$ cat src/hw/rtl/rfc_pkg.sv
// Shared types, constants and the CRC-24Q byte update for the RTCM3 frame checker.
// No dependencies; every other file of the block imports this package.
`default_nettype none

package rfc_pkg;

    localparam logic [7:0]  PREAMBLE       = 8'hD3;
    localparam logic [1:0]  LEN_HI_MASK    = 2'b11;
    localparam logic [23:0] CRC_POLY       = 24'h864CFB;
    localparam int          LEN_W          = 11;
    localparam logic [10:0] LEN_OVERHEAD   = 11'd6;
    localparam logic [10:0] LIMIT_RESET    = 11'd1029;
    localparam int          QUEUE_DEPTH_DEF = 2;

    // Frame verdicts carried on the last byte.
    localparam logic [1:0]  ST_GOOD     = 2'd0;
    localparam logic [1:0]  ST_CRC_ERR  = 2'd1;
    localparam logic [1:0]  ST_TOO_LONG = 2'd2;

    // How the back end treats a byte.
    typedef enum logic [1:0] {
        K_FIRST   = 2'd0,   // preamble: restart CRC and trailer capture
        K_CRC     = 2'd1,   // header or payload: fold into CRC
        K_TRAILER = 2'd2,   // trailing CRC byte: shift into received CRC
        K_ABANDON = 2'd3    // length byte of a frame over the limit
    } t_kind;

    typedef struct packed {
        logic [7:0]       data;
        logic [LEN_W-1:0] offset;
        logic             last;
        t_kind            kind;
    } t_item;

    // One byte of CRC-24Q, MSB first, eight bit steps unrolled.
    function automatic logic [23:0] crc24q_byte(input logic [23:0] crc_in,
                                                input logic [7:0]  b);
        logic [23:0] c;
        c = crc_in ^ {b, 16'h0000};
        for (int k = 0; k < 8; k++) begin
            if (c[23]) begin
                c = {c[22:0], 1'b0} ^ CRC_POLY;
            end else begin
                c = {c[22:0], 1'b0};
            end
        end
        return c;
    endfunction

endpackage

`default_nettype wire

$ cat src/hw/rtl/rfc_front.sv
// Front end: preamble hunt, length decode, limit check and byte classification.
// Depends on rfc_pkg; feeds the request queue.
`default_nettype none

module rfc_front
    import rfc_pkg::*;
(
    input  wire logic             i_clk,
    input  wire logic             i_rst_n,
    input  wire logic             i_cfg_we,
    input  wire logic [LEN_W-1:0] i_cfg_wdata,
    input  wire logic             i_valid,
    output      logic             o_ready,
    input  wire logic [7:0]       i_byte,
    input  wire logic             i_q_full,
    output      logic             o_push,
    output      t_item            o_item
);

    typedef enum logic [3:0] {
        S_HUNT   = 4'b0001,
        S_LEN_HI = 4'b0010,
        S_LEN_LO = 4'b0100,
        S_BODY   = 4'b1000
    } t_state;

    t_state           r_state, n_state;
    logic [LEN_W-1:0] r_count, n_count;
    logic [LEN_W-1:0] r_total, n_total;
    logic [1:0]       r_len_hi, n_len_hi;
    logic [LEN_W-1:0] r_limit;

    logic             accept;
    logic [LEN_W-1:0] total;
    logic [LEN_W:0]   count_p3;
    logic [LEN_W:0]   count_p1;

    assign o_ready  = !i_q_full;
    assign accept   = i_valid && !i_q_full;
    assign total    = {1'b0, r_len_hi, i_byte} + LEN_OVERHEAD;
    assign count_p3 = {1'b0, r_count} + (LEN_W + 1)'(3);
    assign count_p1 = {1'b0, r_count} + (LEN_W + 1)'(1);

    always_comb begin
        n_state       = r_state;
        n_count       = r_count;
        n_total       = r_total;
        n_len_hi      = r_len_hi;
        o_push        = 1'b0;
        o_item.data   = i_byte;
        o_item.offset = r_count;
        o_item.last   = 1'b0;
        o_item.kind   = K_CRC;
        if (accept) begin
            unique case (r_state)
                S_HUNT: begin
                    if (i_byte == PREAMBLE) begin
                        o_push      = 1'b1;
                        o_item.kind = K_FIRST;
                        n_count     = LEN_W'(1);
                        n_state     = S_LEN_HI;
                    end
                end
                S_LEN_HI: begin
                    o_push   = 1'b1;
                    n_len_hi = i_byte[1:0] & LEN_HI_MASK;
                    n_count  = LEN_W'(2);
                    n_state  = S_LEN_LO;
                end
                S_LEN_LO: begin
                    o_push = 1'b1;
                    if (total > r_limit) begin
                        o_item.last = 1'b1;
                        o_item.kind = K_ABANDON;
                        n_count     = '0;
                        n_len_hi    = '0;
                        n_state     = S_HUNT;
                    end else begin
                        n_total = total;
                        n_count = LEN_W'(3);
                        n_state = S_BODY;
                    end
                end
                S_BODY: begin
                    o_push      = 1'b1;
                    o_item.kind = (count_p3 < {1'b0, r_total}) ? K_CRC : K_TRAILER;
                    if (count_p1 >= {1'b0, r_total}) begin
                        o_item.last = 1'b1;
                        n_count     = '0;
                        n_len_hi    = '0;
                        n_total     = '0;
                        n_state     = S_HUNT;
                    end else begin
                        n_count = count_p1[LEN_W-1:0];
                    end
                end
                default: begin
                    n_state = S_HUNT;
                end
            endcase
        end
    end

    always_ff @(posedge i_clk) begin
        if (!i_rst_n) begin
            r_state  <= S_HUNT;
            r_count  <= '0;
            r_total  <= '0;
            r_len_hi <= '0;
            r_limit  <= LIMIT_RESET;
        end else begin
            r_state  <= n_state;
            r_count  <= n_count;
            r_total  <= n_total;
            r_len_hi <= n_len_hi;
            if (i_cfg_we) begin
                r_limit <= i_cfg_wdata;
            end
        end
    end

endmodule

`default_nettype wire

$ cat src/hw/rtl/rfc_queue.sv
// Short request queue between the front and back ends of the frame checker.
// Depends on rfc_pkg for the request type; depth defaults to QUEUE_DEPTH_DEF.
`default_nettype none

module rfc_queue
    import rfc_pkg::*;
#(
    parameter int DEPTH = QUEUE_DEPTH_DEF
) (
    input  wire logic  i_clk,
    input  wire logic  i_rst_n,
    input  wire logic  i_push,
    input  wire t_item i_item,
    output      logic  o_full,
    input  wire logic  i_pop,
    output      logic  o_valid,
    output      t_item o_item
);

    localparam int PTR_W = (DEPTH > 1) ? $clog2(DEPTH) : 1;
    localparam int CNT_W = $clog2(DEPTH + 1);

    t_item            r_mem [DEPTH];
    logic [PTR_W-1:0] r_wr_ptr;
    logic [PTR_W-1:0] r_rd_ptr;
    logic [CNT_W-1:0] r_count;
    logic             do_push;
    logic             do_pop;

    assign o_full  = (r_count == CNT_W'(DEPTH));
    assign o_valid = (r_count != '0);
    assign o_item  = r_mem[r_rd_ptr];
    assign do_push = i_push && !o_full;
    assign do_pop  = i_pop && o_valid;

    always_ff @(posedge i_clk) begin
        if (do_push) begin
            r_mem[r_wr_ptr] <= i_item;
        end
    end

    always_ff @(posedge i_clk) begin
        if (!i_rst_n) begin
            r_wr_ptr <= '0;
            r_rd_ptr <= '0;
            r_count  <= '0;
        end else begin
            if (do_push) begin
                r_wr_ptr <= (r_wr_ptr == PTR_W'(DEPTH - 1)) ? '0 : r_wr_ptr + PTR_W'(1);
            end
            if (do_pop) begin
                r_rd_ptr <= (r_rd_ptr == PTR_W'(DEPTH - 1)) ? '0 : r_rd_ptr + PTR_W'(1);
            end
            case ({do_push, do_pop})
                2'b10:   r_count <= r_count + CNT_W'(1);
                2'b01:   r_count <= r_count - CNT_W'(1);
                default: r_count <= r_count;
            endcase
        end
    end

endmodule

`default_nettype wire

$ cat src/hw/rtl/rfc_back.sv
// Back end: CRC-24Q accumulation, trailer capture, verdict and output register.
// Depends on rfc_pkg; drains the request queue.
`default_nettype none

module rfc_back
    import rfc_pkg::*;
(
    input  wire logic             i_clk,
    input  wire logic             i_rst_n,
    input  wire logic             i_q_valid,
    input  wire t_item            i_item,
    output      logic             o_pop,
    output      logic             o_valid,
    input  wire logic             i_ready,
    output      logic [7:0]       o_data,
    output      logic [LEN_W-1:0] o_offset,
    output      logic             o_last,
    output      logic [1:0]       o_status
);

    logic [23:0]      r_crc, n_crc;
    logic [23:0]      r_rx_crc, n_rx_crc;
    logic             r_valid;
    logic [7:0]       r_data;
    logic [LEN_W-1:0] r_offset;
    logic             r_last;
    logic [1:0]       r_status;
    logic [1:0]       n_status;
    logic [23:0]      crc_step;

    // Advance whenever the output register is empty or being taken.
    assign o_pop    = i_q_valid && (!r_valid || i_ready);
    assign crc_step = crc24q_byte((i_item.kind == K_FIRST) ? 24'h0 : r_crc, i_item.data);

    always_comb begin
        n_crc    = r_crc;
        n_rx_crc = r_rx_crc;
        n_status = ST_GOOD;
        unique case (i_item.kind)
            K_FIRST: begin
                n_crc    = crc_step;
                n_rx_crc = '0;
            end
            K_CRC: begin
                n_crc = crc_step;
            end
            K_TRAILER: begin
                n_rx_crc = {r_rx_crc[15:0], i_item.data};
                if (i_item.last) begin
                    n_status = (n_rx_crc == r_crc) ? ST_GOOD : ST_CRC_ERR;
                end
            end
            K_ABANDON: begin
                n_status = ST_TOO_LONG;
            end
            default: begin
                n_status = ST_GOOD;
            end
        endcase
    end

    always_ff @(posedge i_clk) begin
        if (o_pop) begin
            r_data   <= i_item.data;
            r_offset <= i_item.offset;
            r_last   <= i_item.last;
            r_status <= n_status;
        end
    end

    always_ff @(posedge i_clk) begin
        if (!i_rst_n) begin
            r_valid  <= 1'b0;
            r_crc    <= '0;
            r_rx_crc <= '0;
        end else begin
            if (o_pop) begin
                r_valid  <= 1'b1;
                r_crc    <= n_crc;
                r_rx_crc <= n_rx_crc;
            end else if (i_ready) begin
                r_valid <= 1'b0;
            end
        end
    end

    assign o_valid  = r_valid;
    assign o_data   = r_data;
    assign o_offset = r_offset;
    assign o_last   = r_last;
    assign o_status = r_status;

endmodule

`default_nettype wire

$ cat src/hw/rtl/rtcm3_frame_checker_unit.sv
// RTCM3 frame checker: preamble hunt, length check and CRC-24Q verification.
// An accepted byte is written into the request queue and then into the back end's output
// register, from which the master side takes it.
// Throughput: one byte per cycle unless the master side stalls; the CRC byte update is combinational.
// Reset (synchronous, active low): hunting for the preamble, queue and output empty,
// limit back to 1029. Depends on rfc_pkg, rfc_front, rfc_queue and rfc_back.
`default_nettype none

module rtcm3_frame_checker_unit
    import rfc_pkg::*;
#(
    parameter int QUEUE_DEPTH = QUEUE_DEPTH_DEF
) (
    input  wire logic             i_clk,
    input  wire logic             i_rst_n,
    // Configuration: frame_length_limit.
    input  wire logic             i_cfg_we,
    input  wire logic [LEN_W-1:0] i_cfg_wdata,
    // Slave side: one received byte per request.
    input  wire logic             s_axis_tvalid,
    output      logic             s_axis_tready,
    input  wire logic [7:0]       s_axis_tdata,   // [7:0] rx_byte
    // Master side: one frame byte per request.
    output      logic             m_axis_tvalid,
    input  wire logic             m_axis_tready,
    output      logic [23:0]      m_axis_tdata,   // [7:0] data_byte, [18:8] byte_offset, zeros
    output      logic             m_axis_tlast,   // last
    output      logic [1:0]       m_axis_tuser    // [1:0] frame_status
);

    logic             q_full;
    logic             q_valid;
    logic             push;
    logic             pop;
    t_item            push_item;
    t_item            pop_item;
    logic [7:0]       out_data;
    logic [LEN_W-1:0] out_offset;

    // Front end: hunt, decode the length, drop bytes outside a frame and tag the rest.
    rfc_front u_front (
        .i_clk       (i_clk),
        .i_rst_n     (i_rst_n),
        .i_cfg_we    (i_cfg_we),
        .i_cfg_wdata (i_cfg_wdata),
        .i_valid     (s_axis_tvalid),
        .o_ready     (s_axis_tready),
        .i_byte      (s_axis_tdata),
        .i_q_full    (q_full),
        .o_push      (push),
        .o_item      (push_item)
    );

    // Hold tagged requests so that a stalled master side does not stall the hunt at once.
    rfc_queue #(
        .DEPTH (QUEUE_DEPTH)
    ) u_queue (
        .i_clk   (i_clk),
        .i_rst_n (i_rst_n),
        .i_push  (push),
        .i_item  (push_item),
        .o_full  (q_full),
        .i_pop   (pop),
        .o_valid (q_valid),
        .o_item  (pop_item)
    );

    // Back end: run the CRC, capture the trailer and attach the verdict.
    rfc_back u_back (
        .i_clk     (i_clk),
        .i_rst_n   (i_rst_n),
        .i_q_valid (q_valid),
        .i_item    (pop_item),
        .o_pop     (pop),
        .o_valid   (m_axis_tvalid),
        .i_ready   (m_axis_tready),
        .o_data    (out_data),
        .o_offset  (out_offset),
        .o_last    (m_axis_tlast),
        .o_status  (m_axis_tuser)
    );

    assign m_axis_tdata = {5'b00000, out_offset, out_data};

endmodule

`default_nettype wire

$ cat config.mk
export PLATFORM = sky130hd
export DESIGN_NAME = rtcm3_frame_checker_unit
export DESIGN_NICKNAME = d
export VERILOG_FILES = /design/src/hw/rtl/rfc_pkg.sv /design/src/hw/rtl/rfc_front.sv /design/src/hw/rtl/rfc_queue.sv /design/src/hw/rtl/rfc_back.sv /design/src/hw/rtl/rtcm3_frame_checker_unit.sv
export SDC_FILE = /design/constraint.sdc
export NUM_CORES = 1
export LEC_CHECK = 0
export ABC_CLOCK_PERIOD_IN_PS = 3800
export BUFFER_PORTS_ARGS = -buffer_cell sky130_fd_sc_hd__clkbuf_2
export CAP_MARGIN = 5
export CORE_MARGIN = 3
export CORE_UTILIZATION = 29
export DETAILED_ROUTE_END_ITERATION = 8
export GPL_TIMING_DRIVEN = 0
export PLACE_DENSITY = 0.43
export REMOVE_ABC_BUFFERS = 1
export SYNTH_ARGS = -nofsm -noshare
export SYNTH_HDL_FRONTEND = slang
export SYNTH_SLANG_ARGS = --single-unit
$ cat constraint.sdc
create_clock -name i_clk -period 3.8 [get_ports i_clk]
set_input_delay 0.76 -clock i_clk [delete_from_list [all_inputs] [get_ports i_clk]]
set_output_delay 0.76 -clock i_clk [all_outputs]
set_load 0.05 [all_outputs]
Word-level counts from Yosys, hierarchy flattened

Memory sizes are Yosys's and may differ from the RTL's. A register that Yosys moved wholly into a read port is not among the register bits.
Index checks and enable logic that the tools add are counted.

Eq/ne operators: 16
Reduce and logical (&&, ||, !) cells: 23
Bitwise operators: 9
Mux-type cells: 46
Add/subtract/negate cells: 7
Order comparisons: 3

Operators with widths:

| cell                                          | number |
|---|---|
| two-way mux 24 bit                            | 9 |
| inverter 13 bit                               | 8 |
| two-way mux 11 bit                            | 4 |
| case mux 11 bit (4 select lines)              | 1 |
| case mux 16 bit (2 select lines)              | 1 |
| equality test 24 bit                          | 1 |
| XOR 24 bit                                    | 1 |
| case mux 11 bit (2 select lines)              | 1 |
| case mux 4 bit (4 select lines)               | 1 |
| two-way mux 1 bit                             | 13 |
| adder 11 x 1 -> 12 bit, second input constant | 1 |
| adder 11 x 2 -> 12 bit, second input constant | 1 |
| >= comparator 12 x 11 -> 1 bit                | 1 |
| < comparator 12 x 11 -> 1 bit                 | 1 |
| two-way mux 4 bit                             | 3 |
| case mux 2 bit (3 select lines)               | 2 |
| adder 10 x 3 -> 11 bit, second input constant | 1 |
| greater-than comparator 11 bit                | 1 |
| two-way mux 2 bit                             | 5 |
| nonzero test 2 bit                            | 5 |
| equality test 2 bit, second input constant    | 4 |
| equality test 8 bit, second input constant    | 1 |
| case mux 2 bit (2 select lines)               | 2 |
| AND reduction 4 bit                           | 2 |
| other kinds (22)                              | 34 |

RAM bits: 44
Output and inout bits: 29
Word-level logic and storage cells: 120
Input bits: 24
Memories: 1
Flip-flop bits (word level): 106

Memory list:

| memory        | words | bits a word | read ports | clocked after memory_dff | wr ports | RTL line        | source |
|---|---|---|---|---|---|---|---|
| u_queue.r_mem | 2     | 22          | 1          | 1                        | 1        | rfc_queue.sv:23 | `t_item r_mem [DEPTH];` |

Logic depth before layout (Yosys ltp)

Gate-level depths: netlist of the first run.

Word-level depth: 19
Depth in mapped cells: 15
Depth with buffers taken out: 13

By module

Synthesis of the first run repeated with hierarchy kept, for this count alone.

Cell total of the unflattened synthesis: 870
Area, all modules: 8,568.2 µm²

Modules (own cells, without submodules):

| module                   | sequential area each (µm²) | area an instance (µm²) | cells an instance | instances |
|---|---|---|---|---|
| rfc_back                 | 1,481.4                    | 3,478.3                | 361               | 1 |
| rfc_front                | 780.7                      | 3,230.6                | 409               | 1 |
| rfc_queue                | 1,421.4                    | 1,818.0                | 94                | 1 |
| rtcm3_frame_checker_unit | 0.0                        | 41.3                   | 6                 | 1 |

Worst setup path after synthesis of the first run

No wires, ideal clock.

Kind: input to register
Start: input port s_axis_tdata[1]
End: memory u_queue.r_mem[0][0] (netlist bit) (enable)
Data arrival time: 3.158 ns
Required time: 3.399 ns
Setup slack: 0.241 ns
Path buffers: 1
Setup time: 0.401 ns
Cell stages on the path: 8
Cells stage by stage: inv_1 -> or4_1 -> nor3_1 -> nand2_1 -> a21oi_1 -> inv_1 -> clkbuf_1 -> nor2_1

Longest elaborated chain between the ends: 7

Ends and longest elaborated chain:

| item                                    | RTL line                       | source |
|---|---|---|
| start: declaration                      | rtcm3_frame_checker_unit.sv:22 | `input wire logic [7:0] s_axis_tdata,` |
| equality test 8 bit                     | rfc_front.sv:57                | `if (i_byte == PREAMBLE) begin` |
| two-way mux 1 bit                       | rfc_front.sv:57                |  |
| case mux 1 bit (2 select lines)         | rfc_front.sv:55                | `unique case (r_state)` |
| two-way mux 1 bit                       | rfc_front.sv:54                | `if (accept) begin` |
| logical AND 1 bit                       | rfc_queue.sv:33                | `assign do_push = i_push && !o_full;` |
| two-way mux 1 bit                       | rfc_queue.sv:37                | `if (do_push) begin` |
| two-way mux 1 bit (not written as such) | rfc_queue.sv:38                | `r_mem[r_wr_ptr] <= i_item;` |
| end: declaration                        | rfc_queue.sv:23                |  |

No other way between the ends.

Final worst setup path of the first run

Start: input port s_axis_tdata[1]
End: register u_front.r_len_hi[1]

Longest elaborated chain between the ends: 4
Elaborated cells between the ends (all ways): 5
Classes of those cells: 1 x add/sub; 1 x order compare; 1 x eq/ne; 1 x mux; 1 x reduce/logical

Ends and longest elaborated chain:

| item                             | RTL line         | source |
|---|---|---|
| adder 10 x 3 -> 11 bit           | rfc_front.sv:40  | `assign total = {1'b0, r_len_hi, i_byte} + LEN_OVERHEAD;` |
| greater-than comparator 11 bit   | rfc_front.sv:72  | `if (total > r_limit) begin` |
| != test 2 x 1 -> 1 bit (no line) | --               |  |
| AND reduction 4 bit (no line)    | --               |  |
| end signal: assignment           | rfc_front.sv:115 | `r_len_hi <= n_len_hi;` |
| end: declaration                 | rfc_front.sv:30  | `logic [1:0] r_len_hi, n_len_hi;` |

Parallel ways exist; a longest one is shown, timed or not.
A chain may end at the register's enable or synchronous reset.

==> impl_metrics.json, run 1 <==
{
  "drv_cap": 0,
  "start_kind": "input pin",
  "m1WireLength_mm": 10.6,
  "grt_pass1_vias": 5336,
  "max_freq_mhz": 282,
  "post-synth-top-count-cell": "nor2_1",
  "timing.final.crit_share_pct": 93.2,
  "antenna_found_initial": 0,
  "rows": 60,
  "slew_headroom_pct": 35.7,
  "cts_buffers": 17,
  "n_antenna_cell": 0,
  "drive_above_1_share_pct": 14.7,
  "grtUsageTotal_pct": 13.5,
  "path_clk_slew_ns": 0.06,
  "post_cts_buffers": 0,
  "gp_congestion": 0.771,
  "clock_path_buffers": 2,
  "route.detailed.drc": 0,
  "crit_fanout": 6,
  "wire_per_inst_um": 16.4,
  "synthFlopType": "dfxtp_1",
  "drt_wl_total_mm": 20.0,
  "die_w_um": 173,
  "cts-htree-levels": 4,
  "powerDensity_nw_per_um2": 537,
  "crit_buf_inv": 2,
  "path_class": "input pin to register",
  "rsz0062_at_grt": "false",
  "vias_per_cell": 4.55,
  "drt_first_iter_violations": 301,
  "antenna_left": 0,
  "drt-pass1-iter-count": 5,
  "chipHeight_um": 173,
  "setup_ws_ns": 0.259,
  "synth_edf_count": 66,
  "setup.worst_path.end_class": "register",
  "finalMaxSlewViolations": 0,
  "port_buffers": 47,
  "yosysWarnings": 0,
  "clk_latency_ns": 0.42,
  "final_cells": 1221,
  "worstPathCellList": "clkbuf_2, inv_1, ha_1, nor4bb_2, nand3_1, xnor2_1, ha_1, nand4_1, o32ai_1, and2_1, a31oi_2, nand2_1, nor2_1, mux2i_1",
  "syn_inst": 802,
  "dpl.hpwl_mm": 14.5,
  "fp.coreArea_sq_um": 27300,
  "nets": 896,
  "async_flop_share_pct": 0,
  "vias": 5553,
  "peakVddDrop_mv": 0.165,
  "worstMarginPinSlew_ns": 0.951,
  "finalSetupViolCount": 0,
  "area_growth_pct": 16.6,
  "crit_path_max_incr_delay_ns": 0.44,
  "cts_tree": "built",
  "netlist_top_cells_area": "edfxtp_1 24%, dfxtp_1 21%, xnor2_1 7.9%",
  "hold_class": "register to register",
  "synth_seq_cells": 151,
  "start_util_pct": 29.8,
  "met3WireLength_um": 670,
  "crit_arrival_ns": 3.88,
  "ios": 53,
  "seq_area_frac_synth_pct": 45.4,
  "critPathRequiredTime_ns": 4.14,
  "grt_pass1_wl_mm": 31.7,
  "path_common_cell": "ha_1",
  "yosys.area_share.adder_pct": 5.55,
  "fp.dieArea_sq_um": 30000,
  "outcome": "complete, no violations",
  "leakage_nw": 3.62,
  "place_ws_ns": -0.936,
  "crit_family": "simple AND/OR/NAND/NOR gates",
  "min_period_ns": 3.54,
  "wl_met2_mm": 8.50,
  "grt_max_degree": 51,
  "netlist_area_sq_um": 8110,
  "yosys.area.top_type_share_pct": 24.4,
  "synth_compound_area_share_pct": 10.2,
  "synth-simple-area-share_pct": 12.8,
  "synth_xor_xnor_area_share_pct": 16.5,
  "dp.cells": 1189,
  "grt_overflow": 0,
  "finalHoldViolCount": 0,
  "cts_num_sinks": 151,
  "synth_top_cells_by_count": "87 x nor2_1, 85 x dfxtp_1, 73 x xnor2_1",
  "ctsRootBufferMaster": "clkbuf_16",
  "synth_top_family_by_area": "XOR/XNOR gates",
  "fin_skew_ns": 0.00853,
  "yosys.area.top_type": "edfxtp_1",
  "synth_cell_types": 60,
  "synth.avg_cell_area_sq_um": 10.1,
  "top_layer": "met4",
  "crit_path_top_delay_cell": "nor4bb_2",
  "muxShareOfSynthArea_pct": 5.27
}
==> metrics by stage <==
step	hold slack (ns)	TNS, ns	power [mW]	cell area, sq um	utilization [%]
detailed placement	0.459	-26.76	3.32	8750	32.1
global route	0.484	0	5.34	9460	34.7
global placement	0.452	-121.25	3.30	8640	31.7
floorplan	0.443	-1.82	2.96	7940	-
finish	0.466	0	5.08	9460	34.7
CTS	0.468	0	5.15	9410	34.5
==> worst reg2reg max path: stages, from the launching register on <==
cell and delay, ns:
dfxtp_1 0.55, and3_1 0.26, and3_1 0.20, nand3_1 0.20, nor2_1 0.22, xor2_1 0.23, ha_1 0.28, a21o_1 0.18
a21oi_1 0.19, o221a_2 0.25, o311a_1 0.37, nor4b_1 0.28, a31oi_1 0.07, a21oi_1 0.13
==> state kept, by name (all words and copies together) (netlist names), 2 cells and up, named ones only <==
register / cells
u_back.r_crc: 24
u_front.r_total: 11
u_back.o_status: 2
u_front.r_limit: 11
u_front.r_state: 4
u_back.o_data: 8
u_queue.r_mem: 44
u_queue.r_count: 2
u_back.o_offset: 11
u_front.r_len_hi: 2
u_back.r_rx_crc: 16
u_front.r_count: 11
==> power by group <==
part / leakage (nW) / switching [mW] / internal [mW]
logic: 2.00 / 0.856 / 0.532
registers: 1.32 / 0.0592 / 1.82
clock network: 0.301 / 0.704 / 1.11
total: 3.62 / 1.62 / 3.46
==> area by class of cell <==
cell class / count / area (sq um)
multi-input cells: 572 / 4200
well taps: 372 / 465
clock inverters: 14 / 198
flip-flops and latches: 151 / 3690
clock buffers: 18 / 429
fillers: 2765 / 17800
inverters: 41 / 155
repair buffers: 53 / 332
==> worst paths after layout <==
path	from	endpoint	slack, ns	cells after the start
setup / recovery	s_axis_tdata[1]	u_front.r_len_hi[1]	0.26	14
hold / removal	u_back.r_rx_crc[15]	u_back.r_rx_crc[15]	0.47	2
setup reg to reg	u_front.r_count[2]	u_front.r_count[7]	0.30	13
hold reg to reg	u_back.r_rx_crc[15]	u_back.r_rx_crc[15]	0.47	2
==> cells by family after synthesis <==
logic type / after synthesis
AO/OA/AOI/OAI: 128
XOR/XNOR: 134
adder cells (fa/ha/maj): 36
buffers and inverters: 83
flip-flops: 151
multiplexers: 38
other: 1
AND/OR/NAND/NOR: 231
==> cell usage in the layout, fill, tap and decap left out, types with 4 or more instances in the layout <==
master     netlist  layout
a22oi_1         16      16
a211oi_1        13      13
o21a_1           7       7
a21oi_1         45      44
nor2b_1          4       4
nand4_1          7       7
a21o_1           7       7
dfxtp_1         85      83
nor4_1           5       5
inv_1           40      40
nand2_1         66      66
xor2_1          48      48
mux2i_1         20      20
and2_1           6       5
o21ai_0         16      16
xnor2_1         73      73
nand3_1         19      19
mux2_2          15      15
bufinv_16        0       4
nor2_4           0       4
ha_1            36      36
clkbuf_2         0      47
nor3_1          18      17
edfxtp_1        66      66
conb_1           1       5
clkbuf_16        0      17
xnor3_1          9       9
nor2_1          87      83
==> layer usage <==
layer,up-vias,track usage (%)
met1,2599,20.4
met2,79,19.8
li1,2863,-
met3,12,2.72
met5,-,0
met4,0,3.14
==> what timing repair did <==
item / CTS / global route
resized for setup: 8 / 10
endpoints found under the setup margin: 17 / 60
hold buffers: 0 / 0
No activity file was read; power rests on OpenSTA's default activity.
==> inputs of run 2 (changes only) <==
--- a/config.mk
+++ b/config.mk
@@ -5,15 +5,16 @@
 export SDC_FILE = /design/constraint.sdc
 export NUM_CORES = 1
 export LEC_CHECK = 0
-export ABC_CLOCK_PERIOD_IN_PS = 3800
+export ABC_CLOCK_PERIOD_IN_PS = 3010
 export BUFFER_PORTS_ARGS = -buffer_cell sky130_fd_sc_hd__clkbuf_2
 export CAP_MARGIN = 5
 export CORE_MARGIN = 3
 export CORE_UTILIZATION = 29
 export DETAILED_ROUTE_END_ITERATION = 8
 export GPL_TIMING_DRIVEN = 0
-export PLACE_DENSITY = 0.43
+export PLACE_DENSITY = 0.45
 export REMOVE_ABC_BUFFERS = 1
 export SYNTH_ARGS = -nofsm -noshare
 export SYNTH_HDL_FRONTEND = slang
 export SYNTH_SLANG_ARGS = --single-unit
+export TNS_END_PERCENT = 100
==> constraint.sdc (replaced) <==
create_clock -name i_clk -period 3.01 [get_ports i_clk]
set_input_delay 0.602 -clock i_clk [delete_from_list [all_inputs] [get_ports i_clk]]
set_output_delay 0.602 -clock i_clk [all_outputs]
set_load 0.05 [all_outputs]
==> impl_metrics.json, run 2 (synthesis gave the netlist of run 1 again) <==
{
  "setup.worst_path.end_class": "register",
  "largest_register_ffs": 44,
  "worstMarginPinSlew_ns": 1.05,
  "p_clk_share_pct": 32.2,
  "p_seq_share_pct": 38.5,
  "chipHeight_um": 173,
  "netSwitchingPower_mw": 2.08,
  "fp.coreArea_sq_um": 27300,
  "crit_fanout": 7,
  "route.detailed.drc": 0,
  "critPathRequiredTime_ns": 3.32,
  "drv_cap": 0,
  "grt_pass1_vias": 5563,
  "port_buffers": 47,
  "regArea_sq_um": 3710,
  "vias": 5795,
  "wire_per_inst_um": 16.7,
  "outcome": "complete, no violations",
  "path_class": "register to register",
  "clk_latency_ns": 0.43,
  "fp.dieArea_sq_um": 30000,
  "fin_skew_ns": 0.0131,
  "leakage_nw": 3.82,
  "dpl.hpwl_mm": 14.3,
  "grtUsageTotal_pct": 14.0,
  "ctsRootBufferMaster": "clkbuf_16",
  "min_period_ns": 2.96,
  "finalSetupViolCount": 0,
  "nets": 929,
  "gp_congestion": 0.780,
  "rows": 60,
  "grt_pass1_wl_mm": 32.9,
  "dp.cells": 1187,
  "cts_tree": "built",
  "hold_class": "input pin to register",
  "switching_share_pct": 33.3,
  "final_cells": 1254,
  "top_regs": "u_queue.r_mem x44, u_back.r_crc x24, u_back.r_rx_crc x16",
  "largest-register": "u_queue.r_mem",
  "grt_overflow": 0,
  "internal_power_mw": 4.18,
  "drt_wl_total_mm": 21.0,
  "start_util_pct": 29.8,
  "timing.final.crit_share_pct": 98.2,
  "powerDensity_nw_per_um2": 624,
  "final_cell_mix": "78 x nor2_1, 74 x dfxtp_1, 71 x xnor2_1",
  "finalMaxSlewViolations": 0,
  "final_common_cell": "nor2_1",
  "drive_above_1_share_pct": 22.7,
  "antenna_found_initial": 0,
  "drt-pass1-iter-count": 4,
  "cts_num_sinks": 151,
  "drt_first_iter_violations": 330,
  "peakVddDrop_mv": 0.263,
  "total_power_mw": 6.26,
  "path_clk_slew_ns": 0.06,
  "cts_buffers": 17,
  "finalHoldViolCount": 0,
  "slew_headroom_pct": 29.1,
  "final_util_pct": 36.8,
  "grt_max_degree": 41,
  "multiInputGateArea_sq_um": 4520,
  "fill_cells": 2806,
  "die_w_um": 173,
  "start_kind": "register",
  "p_comb_share_pct": 29.3,
  "n_antenna_cell": 0,
  "ios": 53,
  "antenna_left": 0,
  "clock_path_buffers": 2,
  "cts-htree-levels": 4,
  "crit_arrival_ns": 3.27,
  "vias_per_cell": 4.62,
  "area_growth_pct": 23.5,
  "max_freq_mhz": 338
}
## run 2: cell count changes in the layout (fill, tap and decap cells not counted), moves of 5 or more
| cell | previous run | this run |
|---|---|---|
| buf_4 | 0 | 29 |
| nand3_1 | 19 | 14 |
| dfxtp_4 | 0 | 6 |
| dfxtp_1 | 83 | 74 |
| nor2_1 | 83 | 78 |
## run 2: routing by layer
| layer | wire (um) | vias up | GRT usage (%) |
|---|---|---|---|
| met4 | 275 | 0 | 3.89 |
| met1 | 10800 | 2759 | 20.6 |
| li1 | - | 2928 | - |
| met2 | 9250 | 89 | 20.7 |
| met3 | 653 | 19 | 2.80 |
| met5 | 0 | - | 0 |
## run 2: through the flow
step | hold WS, ns | setup WS (ns) | setup TNS, ns | instance area (sq um)
2_1_floorplan | 0.443 | -0.893 | -32.33 | 7940
3_3_place_gp | 0.454 | -2.76 | -205.90 | 8640
3_5_place_dp | 0.458 | -1.54 | -80.47 | 8720
4_1_cts | 0.368 | 0.00611 | 0 | 9660
5_1_grt | 0.384 | -0.0496 | -0.213 | 10000
6_report | 0.390 | 0.0547 | 0 | 10000
## run 2: power by group through the flow
stage | combinational, mW | sequential (mW) | clock (mW)
finish | 1.83 | 2.41 | 2.02
global route | 1.98 | 2.43 | 2.15
CTS | 1.75 | 2.42 | 2.07
detailed placement | 1.66 | 2.50 | 0
global placement | 1.66 | 2.50 | 0
floorplan | 1.03 | 2.71 | 0
## run 2: final timing paths
path | startpoint | to | slack [ns] | cells after the start
worst max-delay path | u_front.r_count[2] | u_front.r_count[8] | 0.05 | 13
worst min-delay path | i_cfg_wdata[10] | u_front.r_limit[10] | 0.39 | 3
worst max register to register | u_front.r_count[2] | u_front.r_count[8] | 0.05 | 13
worst min register to register | u_back.r_rx_crc[11] | u_back.r_rx_crc[11] | 0.47 | 2
## run 2: final cells by class
cell class	count	share of cell area [%]
clock buffer	19	4.32
clock inverter	13	1.05
inverter	41	1.61
multi-input combinational	573	45.1
sequential	151	37.0
tap	372	4.64
timing repair buffer	85	6.22
## run 2: timing repair
| action | in CTS | in global routing |
|---|---|---|
| pin swaps | 8 | 15 |
| setup endpoints to repair | 97 | 57 |
| hold buffers | 0 | 0 |
| buffers inserted | 12 | 21 |
| gates resized for setup | 59 | 35 |
| gates cloned | 1 | 1 |
## run 2: worst max-delay path, cell delays in order (launching register included)
cell and delay, ns:
dfxtp_4 0.38, and3_4 0.19, and3_4 0.21, nand3_4 0.13
nor2_4 0.15, xor2_2 0.19, ha_1 0.28, a21o_1 0.20
a21oi_2 0.18, o221a_4 0.23, o31ai_4 0.11, nor2_4 0.21
o21ai_0 0.12, a311oi_1 0.28
